<file path="src/design/utt_pkg.sv">
// Shared types and constants for the UTF-16 to UTF-8 transcoder.
`timescale 1ns / 1ps
`default_nettype none
package utt_pkg;

  // Depth of the command queue between the classifier and the byte serializer.
  localparam int unsigned QUEUE_DEPTH_DEFAULT = 2;

  // Widths fixed by the data format.
  localparam int unsigned UNIT_W = 16;
  localparam int unsigned CP_W   = 21;
  localparam int unsigned BYTE_W = 8;
  localparam int unsigned IDX_W  = 2;

  // Surrogate ranges and encoding thresholds.
  localparam logic [UNIT_W-1:0] SUR_HIGH_FIRST = 16'hD800;
  localparam logic [UNIT_W-1:0] SUR_HIGH_LAST  = 16'hDBFF;
  localparam logic [UNIT_W-1:0] SUR_LOW_FIRST  = 16'hDC00;
  localparam logic [UNIT_W-1:0] SUR_LOW_LAST   = 16'hDFFF;
  localparam logic [UNIT_W-1:0] ONE_BYTE_LIMIT = 16'h0080;
  localparam logic [UNIT_W-1:0] TWO_BYTE_LIMIT = 16'h0800;
  localparam logic [CP_W-1:0]   SUPPLEMENTARY_BASE = 21'h010000;

  // What the serializer has to do with one command.
  typedef enum logic [2:0] {
    KIND_ERROR,
    KIND_ONE,
    KIND_TWO,
    KIND_THREE,
    KIND_FOUR
  } utt_kind_t;

  typedef struct packed {
    utt_kind_t       kind;
    logic [CP_W-1:0] cp;
  } utt_cmd_t;

endpackage
`default_nettype wire

</file>
<file path="src/design/utt_front.sv">
// Front end: accepts code units, pairs surrogates and classifies code points.
`timescale 1ns / 1ps
`default_nettype none
module utt_front (
  input  wire logic                     clk,
  input  wire logic                     rst,
  input  wire logic                     push,
  output logic                          full,
  input  wire logic [utt_pkg::UNIT_W-1:0] code_unit,
  input  wire logic                     final_unit,
  input  wire logic                     q_full,
  output logic                          q_push,
  output utt_pkg::utt_cmd_t             q_data
);
  import utt_pkg::*;

  logic       high_pending;
  logic       high_pending_next;
  logic [9:0] held_high_bits;
  logic [9:0] held_high_bits_next;
  logic       accept;
  logic       is_high;
  logic       is_low;

  assign full    = q_full;
  assign accept  = push && !q_full;
  assign is_high = (code_unit >= SUR_HIGH_FIRST) && (code_unit <= SUR_HIGH_LAST);
  assign is_low  = (code_unit >= SUR_LOW_FIRST) && (code_unit <= SUR_LOW_LAST);

  always_comb begin
    high_pending_next   = high_pending;
    held_high_bits_next = held_high_bits;
    q_push              = 1'b0;
    q_data.kind         = KIND_ERROR;
    q_data.cp           = '0;
    if (accept) begin
      if (high_pending) begin
        // Whatever follows a held high surrogate clears the hold.
        high_pending_next   = 1'b0;
        held_high_bits_next = '0;
        q_push              = 1'b1;
        if (is_low) begin
          q_data.kind = KIND_FOUR;
          q_data.cp   = SUPPLEMENTARY_BASE + {1'b0, held_high_bits, code_unit[9:0]};
        end
      end else if (is_high) begin
        if (final_unit) begin
          q_push = 1'b1;
        end else begin
          high_pending_next   = 1'b1;
          held_high_bits_next = code_unit[9:0];
        end
      end else if (is_low) begin
        q_push = 1'b1;
      end else begin
        q_push    = 1'b1;
        q_data.cp = {{(CP_W - UNIT_W){1'b0}}, code_unit};
        if (code_unit < ONE_BYTE_LIMIT) begin
          q_data.kind = KIND_ONE;
        end else if (code_unit < TWO_BYTE_LIMIT) begin
          q_data.kind = KIND_TWO;
        end else begin
          q_data.kind = KIND_THREE;
        end
      end
    end
  end

  always_ff @(posedge clk) begin
    if (rst) begin
      high_pending   <= 1'b0;
      held_high_bits <= '0;
    end else begin
      high_pending   <= high_pending_next;
      held_high_bits <= held_high_bits_next;
    end
  end

endmodule
`default_nettype wire

</file>
<file path="src/design/utt_cmd_queue.sv">
// Short command queue between the front end and the byte serializer.
`timescale 1ns / 1ps
`default_nettype none
module utt_cmd_queue #(
  parameter int unsigned DEPTH = utt_pkg::QUEUE_DEPTH_DEFAULT
) (
  input  wire logic              clk,
  input  wire logic              rst,
  input  wire logic              wr_en,
  input  utt_pkg::utt_cmd_t      wr_data,
  output logic                   q_full,
  input  wire logic              rd_en,
  output utt_pkg::utt_cmd_t      rd_data,
  output logic                   q_empty
);
  import utt_pkg::*;

  localparam int unsigned PTR_W = (DEPTH > 1) ? $clog2(DEPTH) : 1;
  localparam int unsigned CNT_W = $clog2(DEPTH + 1);

  utt_cmd_t               entries [DEPTH];
  logic [PTR_W-1:0]       wr_ptr;
  logic [PTR_W-1:0]       rd_ptr;
  logic [CNT_W-1:0]       count;
  logic                   do_wr;
  logic                   do_rd;

  assign q_full  = (count == CNT_W'(DEPTH));
  assign q_empty = (count == '0);
  assign do_wr   = wr_en && !q_full;
  assign do_rd   = rd_en && !q_empty;
  assign rd_data = entries[rd_ptr];

  always_ff @(posedge clk) begin
    if (do_wr) begin
      entries[wr_ptr] <= wr_data;
    end
  end

  always_ff @(posedge clk) begin
    if (rst) begin
      wr_ptr <= '0;
      rd_ptr <= '0;
      count  <= '0;
    end else begin
      if (do_wr) begin
        wr_ptr <= (wr_ptr == PTR_W'(DEPTH - 1)) ? '0 : wr_ptr + 1'b1;
      end
      if (do_rd) begin
        rd_ptr <= (rd_ptr == PTR_W'(DEPTH - 1)) ? '0 : rd_ptr + 1'b1;
      end
      if (do_wr && !do_rd) begin
        count <= count + 1'b1;
      end else if (do_rd && !do_wr) begin
        count <= count - 1'b1;
      end
    end
  end

endmodule
`default_nettype wire

</file>
<file path="src/design/utt_back.sv">
// Back end: turns one command at a time into UTF-8 bytes, one per cycle in which pop is high.
`timescale 1ns / 1ps
`default_nettype none
module utt_back (
  input  wire logic                       clk,
  input  wire logic                       rst,
  input  utt_pkg::utt_cmd_t               q_data,
  input  wire logic                       q_empty,
  output logic                            q_pop,
  output logic                            empty,
  input  wire logic                       pop,
  output logic [utt_pkg::BYTE_W-1:0]      out_byte,
  output logic                            last_byte,
  output logic                            bad_sequence
);
  import utt_pkg::*;

  utt_cmd_t         cur;
  logic             cur_valid;
  logic [IDX_W-1:0] idx;
  logic [IDX_W-1:0] last_idx;
  logic             at_last;
  logic             load;

  always_comb begin
    unique case (cur.kind)
      KIND_TWO:   last_idx = IDX_W'(1);
      KIND_THREE: last_idx = IDX_W'(2);
      KIND_FOUR:  last_idx = IDX_W'(3);
      default:    last_idx = '0;
    endcase
  end

  assign at_last = (idx == last_idx);
  assign empty   = !cur_valid;
  assign load    = (!cur_valid || (pop && at_last)) && !q_empty;
  assign q_pop   = load;

  // Byte selection for the current position within the code point.
  always_comb begin
    bad_sequence = 1'b0;
    last_byte    = at_last;
    out_byte     = '0;
    unique case (cur.kind)
      KIND_ONE: out_byte = {1'b0, cur.cp[6:0]};
      KIND_TWO: begin
        case (idx)
          2'd0:    out_byte = {3'b110, cur.cp[10:6]};
          default: out_byte = {2'b10, cur.cp[5:0]};
        endcase
      end
      KIND_THREE: begin
        case (idx)
          2'd0:    out_byte = {4'b1110, cur.cp[15:12]};
          2'd1:    out_byte = {2'b10, cur.cp[11:6]};
          default: out_byte = {2'b10, cur.cp[5:0]};
        endcase
      end
      KIND_FOUR: begin
        case (idx)
          2'd0:    out_byte = {5'b11110, cur.cp[20:18]};
          2'd1:    out_byte = {2'b10, cur.cp[17:12]};
          2'd2:    out_byte = {2'b10, cur.cp[11:6]};
          default: out_byte = {2'b10, cur.cp[5:0]};
        endcase
      end
      default: begin
        bad_sequence = 1'b1;
        last_byte    = 1'b1;
      end
    endcase
  end

  always_ff @(posedge clk) begin
    if (load) begin
      cur <= q_data;
    end
  end

  always_ff @(posedge clk) begin
    if (rst) begin
      cur_valid <= 1'b0;
      idx       <= '0;
    end else if (load) begin
      cur_valid <= 1'b1;
      idx       <= '0;
    end else if (cur_valid && pop) begin
      if (at_last) begin
        cur_valid <= 1'b0;
        idx       <= '0;
      end else begin
        idx <= idx + 1'b1;
      end
    end
  end

endmodule
`default_nettype wire

</file>
<file path="src/design/utf16_to_utf8_transcoder.sv">
// Top level of the UTF-16 to UTF-8 transcoder.
`timescale 1ns / 1ps
`default_nettype none
// The transcoder takes one UTF-16 code unit per input transaction and returns
// the UTF-8 bytes of each completed code point, one byte per result
// transaction, lead byte first, with last_byte set on the final byte. A high
// surrogate is held and gives no result; the following low surrogate completes
// a four-byte code point. A lone low surrogate, a high surrogate followed by
// anything other than a low surrogate, or a high surrogate marked final gives
// a single result with out_byte zero and both last_byte and bad_sequence set.
// An input transaction is taken whenever the command queue has room; the byte
// serializer then delivers one byte per cycle in which the receiver pops, and a
// held high surrogate gives no byte at all. The sustained rate is therefore set
// by the serializer: one result byte per clock while pop stays high and commands
// are waiting. When the serializer is idle, the first byte of a unit passes
// through the command queue and then the serializer's current-command register
// before it reaches the result ports. Both sides stall independently through
// the queue, whose depth is set by QUEUE_DEPTH.
module utf16_to_utf8_transcoder #(
  parameter int unsigned QUEUE_DEPTH = utt_pkg::QUEUE_DEPTH_DEFAULT
) (
  input  wire logic                         clk,
  input  wire logic                         rst,
  input  wire logic                         push,
  output logic                              full,
  input  wire logic [utt_pkg::UNIT_W-1:0]   code_unit,
  input  wire logic                         final_unit,
  output logic                              empty,
  input  wire logic                         pop,
  output logic [utt_pkg::BYTE_W-1:0]        out_byte,
  output logic                              last_byte,
  output logic                              bad_sequence
);
  import utt_pkg::*;

  utt_cmd_t wr_cmd;
  utt_cmd_t rd_cmd;
  logic     q_push;
  logic     q_full;
  logic     q_pop;
  logic     q_empty;

  // Classifier: owns the held surrogate and issues one command per result group.
  utt_front u_front (
    .clk        (clk),
    .rst        (rst),
    .push       (push),
    .full       (full),
    .code_unit  (code_unit),
    .final_unit (final_unit),
    .q_full     (q_full),
    .q_push     (q_push),
    .q_data     (wr_cmd)
  );

  // Decouples input acceptance from byte serialization.
  utt_cmd_queue #(
    .DEPTH (QUEUE_DEPTH)
  ) u_queue (
    .clk     (clk),
    .rst     (rst),
    .wr_en   (q_push),
    .wr_data (wr_cmd),
    .q_full  (q_full),
    .rd_en   (q_pop),
    .rd_data (rd_cmd),
    .q_empty (q_empty)
  );

  // Serializer: holds the command being sent and steps through its bytes.
  utt_back u_back (
    .clk          (clk),
    .rst          (rst),
    .q_data       (rd_cmd),
    .q_empty      (q_empty),
    .q_pop        (q_pop),
    .empty        (empty),
    .pop          (pop),
    .out_byte     (out_byte),
    .last_byte    (last_byte),
    .bad_sequence (bad_sequence)
  );

endmodule
`default_nettype wire

</file>
<file path="config.mk">
export PLATFORM = sky130hd
export DESIGN_NAME = utf16_to_utf8_transcoder
export DESIGN_NICKNAME = d
export VERILOG_FILES = /design/src/design/utt_pkg.sv /design/src/design/utt_front.sv /design/src/design/utt_cmd_queue.sv /design/src/design/utt_back.sv /design/src/design/utf16_to_utf8_transcoder.sv
export SDC_FILE = /design/constraint.sdc
export NUM_CORES = 1
export LEC_CHECK = 0
export BUFFER_PORTS_ARGS = -buffer_cell sky130_fd_sc_hd__buf_2
export CAP_MARGIN = 5
export CORE_ASPECT_RATIO = 2
export CORE_UTILIZATION = 45
export DETAILED_ROUTE_END_ITERATION = 8
export PLACE_DENSITY = 0.64
export SLEW_MARGIN = 5
export SYNTH_ARGS = -nofsm -noshare
export SYNTH_HDL_FRONTEND = slang
export SYNTH_HIERARCHICAL = 1
export SYNTH_SLANG_ARGS = --single-unit
</file>
<file path="constraint.sdc">
create_clock -name clk -period 4.4 [get_ports clk]
set_input_delay 0.88 -clock clk [delete_from_list [all_inputs] [get_ports clk]]
set_output_delay 0.88 -clock clk [all_outputs]
set_load 0.02 [all_outputs]
</file>
==> run summary <==
run status: finished clean
final WL: 9104 um
fin crit share: 0.7572
pin count of the biggest net entering global routing: 27
Worst slew margin: 0.2860
Clock Tree Root: clkbuf_16
# hold bufs at CTS: 0
H-tree levels: 3
floorplan row count: 50
initial core utilization: 0.4666
Max Buffers Root-to-Sink: 2
syn nets: 398
RD Place Congestion: 0.9268
layout cells sized above 1: 0.2200
Worst Setup End Kind: output port
final hold slack: 494.0 ps
Post-Syn Area per Cell: 11.91 um^2
Detail Placement HPWL: 6741 um
Num CTS Buffers: 9
main combinational cell family by area after synthesis: compound AO/OA/AOI/OAI gates
vias per inst: 5.721
final net count: 423
Period minus WS final: 3332 ps
Post-synth EDFFs: 72
Sink Count: 91
count of final setup violators: 0
Post-Synthesis Cells: 370
Hold Crit Start: u_queue/wr_ptr
actual slew at the worst max-slew pin: 1070 ps
Int Power: 2.214 mW
Die ar.: 10,220 um^2
core area: 9447 um^2
FF/Latch Area: 2542 um^2
Synth Area in XOR/XNOR: 0.01192
drt wl/cell: 17.18 um
clock share of power: 0.260
PostCTS Resize Cnt: 0
Layout Skew: 6.324 ps
kind of critical path: reg2out
ant diodes: 0
peak fanout along the critical path: 13
CP required: 3520 ps
Max VDD drop: 244.3 uV
r2r worst-path depth: 9
Pleak: 1.788 nW
crit path DAT: 2450 ps
initial antenna violation count: 0
max-slew violations: 0
P_sw: 1.038 mW
Worst Hold Depth: 2
simple-gate share of the synthesized area: 0.1326
Final ANT Viol Nets: 0
via count: 3,032
post-synthesis compound-gate area fraction: 0.1371
post-route DRC violation count: 0
FILL cells: 802
Port-buffer cells: 32
Power per Cell Area: 654.2 nW/um^2
vias in the first global route: 3,057
maxcap violations: 0
Synth Area in Adders: 0.01987
mux share of post-synthesis cell area: 0.07125
DRT Pass-1 Iters: 5
Multi-input gate area: 1643 um^2
startpoint types: register
fraction of registers with async set/reset: 0
Fmax achieved: 300.1 MHz
1st-iter DRT viols: 140
register area share after synthesis: 0.5768
Worst Hold Endpoint: u_queue/wr_ptr
overall routing resource usage: 0.1898
num ports: 33
Fin. Hold Viols: 0
DIE HEIGHT: 142.0 um
Worst R2R Start: u_back/cur[21]
worst min path class: reg2reg
clock-pin slew on the worst setup and hold paths: 60 ps
switching share of power: 0.3193
Ys Warns: 6
first-pass GRT wire length: 14,630 um
worst r2r dst: u_queue/count[1]
unrepaired setup endpoints after global routing: no
dominant register cell in the synthesized netlist: edfxtp_1
Synth Register Bits: 91
CTS tree: built
R2R Setup Slk: 1310 ps
Die X-Extent: 71.99 um
number of setup buffers added after CTS: 0
count of cell types in the netlist: 57
final global-route overflow total: 0
Final TNS setup: 0 ps
Layout area overhead: 12.77%
Flop pwr share: 0.447
mapped cell area: 4408 um^2
Clk Latency, worst-skew pair: 330 ps
combinational power share: 0.292
==> cells by family (layout without fill, tap and decap cells) <==
group | Yosys count | after routing
XOR/XNOR | 6 | 6
AND/OR/NAND/NOR | 110 | 110
adder cells (fa/ha/maj) | 7 | 7
AO/OA/AOI/OAI | 81 | 81
buffers and inverters | 47 | 77
multiplexers | 28 | 28
flip-flops | 91 | 91
==> layer usage <==
metal	part of all wire	track usage	vias to the layer above
met1	0.35	0.1719	1454
met4	0.042	0.1321	0
met5	0	0	-
met2	0.57	0.3600	107
met3	0.040	0.03895	27
li1	-	-	1444
==> how the worst max path moves through the flow <==
stage | startpoint | endpoint | slack [ps] | depth (start not counted)
global route | u_back/idx[0] | out_byte[1] | 880 | 8
detailed placement | code_unit[12] | u_queue/entries[0][7] | 1280 | 9
global placement | code_unit[12] | u_queue/entries[0][7] | 1300 | 9
finish | u_back/idx[0] | out_byte[0] | 1070 | 8
floorplan | u_back/cur[22] | u_queue/count[1] | 1350 | 9
CTS | u_back/idx[0] | out_byte[0] | 1060 | 8
==> power groups by stage <==
| stage | combinational, mW | sequential (mW) | clock [mW] |
|---|---|---|---|
| 4_1_cts | 0.958 | 1.46 | 0.863 |
| 6_report | 0.951 | 1.45 | 0.846 |
| 5_1_grt | 1.04 | 1.49 | 0.887 |
| 2_1_floorplan | 0.801 | 1.34 | 0 |
| 3_5_place_dp | 0.951 | 1.47 | 0 |
| 3_3_place_gp | 0.930 | 1.46 | 0 |
==> layout by cell type, fill, tap and decap left out, types with 7 or more instances in the layout <==
cell type and count:
o221ai_1 10, clkbuf_16 9, ha_1 7, nand2_1 38
buf_2 32, mux2_2 24, inv_1 23, a21oi_1 23
nand2b_1 7, nand4_1 20, nor2_1 15, edfxtp_1 72
dfxtp_1 19, o21ai_0 8
==> cells in the mapped netlist, types with 4 or more instances <==
| library cell | number | area [um^2] |
|---|---|---|
| inv_1 | 23 | 86.33 |
| buf_2 | 13 | 65.06 |
| ha_1 | 7 | 87.58 |
| xor2_1 | 4 | 35.03 |
| nand4_1 | 20 | 125.1 |
| nand2_1 | 38 | 142.6 |
| edfxtp_1 | 72 | 2162 |
| a21oi_1 | 23 | 115.1 |
| nand2b_1 | 7 | 43.79 |
| a22oi_1 | 5 | 37.54 |
| dfxtp_1 | 19 | 380.4 |
| o22ai_1 | 4 | 25.02 |
| a211o_1 | 4 | 35.03 |
| o21ai_0 | 8 | 40.04 |
| mux2_2 | 24 | 270.3 |
| nor3_1 | 5 | 25.02 |
| and2_1 | 5 | 31.28 |
| clkbuf_1 | 6 | 22.52 |
| nor2b_1 | 4 | 25.02 |
| o221ai_1 | 10 | 87.58 |
| nor2_1 | 15 | 56.30 |
==> worst max-delay path, stage by stage, from the launching register on <==
cell,delay (ps)
dfxtp_1,400
inv_1,170
ha_1,460
nor2_1,80
a21oi_1,150
nor2_1,90
a31o_1,260
a221o_1,350
buf_2,160
==> stage by stage <==
| stage | instance area, um^2 | total power, mW | utilization | instances | setup WS (ps) |
|---|---|---|---|---|---|
| 2_1_floorplan | 4408 | 2.145 | - | 370 | 1354 |
| 3_3_place_gp | 4636 | 2.388 | 0.4907 | 514 | 1305 |
| 3_5_place_dp | 4636 | 2.424 | 0.4907 | 514 | 1277 |
| 4_1_cts | 4971 | 3.277 | 0.5262 | 530 | 1062 |
| 5_1_grt | 4971 | 3.412 | 0.5262 | 530 | 877.8 |
| 6_report | 4971 | 3.252 | 0.5262 | 530 | 1068 |
==> state kept, by name (all words and copies together) (netlist names), named ones only <==
register,cells
u_back/cur_valid,1
u_front/held_high_bits,10
u_queue/wr_ptr,1
u_front/high_pending,1
u_back/cur,24
u_back/idx,2
u_queue/count,2
u_queue/entries,48
u_queue/rd_ptr,1
==> cell type report <==
| type | instances | share of cell area |
|---|---|---|
| clock buffers | 11 | 0.04682 |
| clock inverters | 5 | 0.02064 |
| inverters | 24 | 0.01812 |
| multi-input cells | 232 | 0.3305 |
| flip-flops and latches | 91 | 0.5115 |
| well taps | 130 | 0.03272 |
| repair buffers | 37 | 0.03977 |
Note: power is estimated with default switching activity, not from simulation.
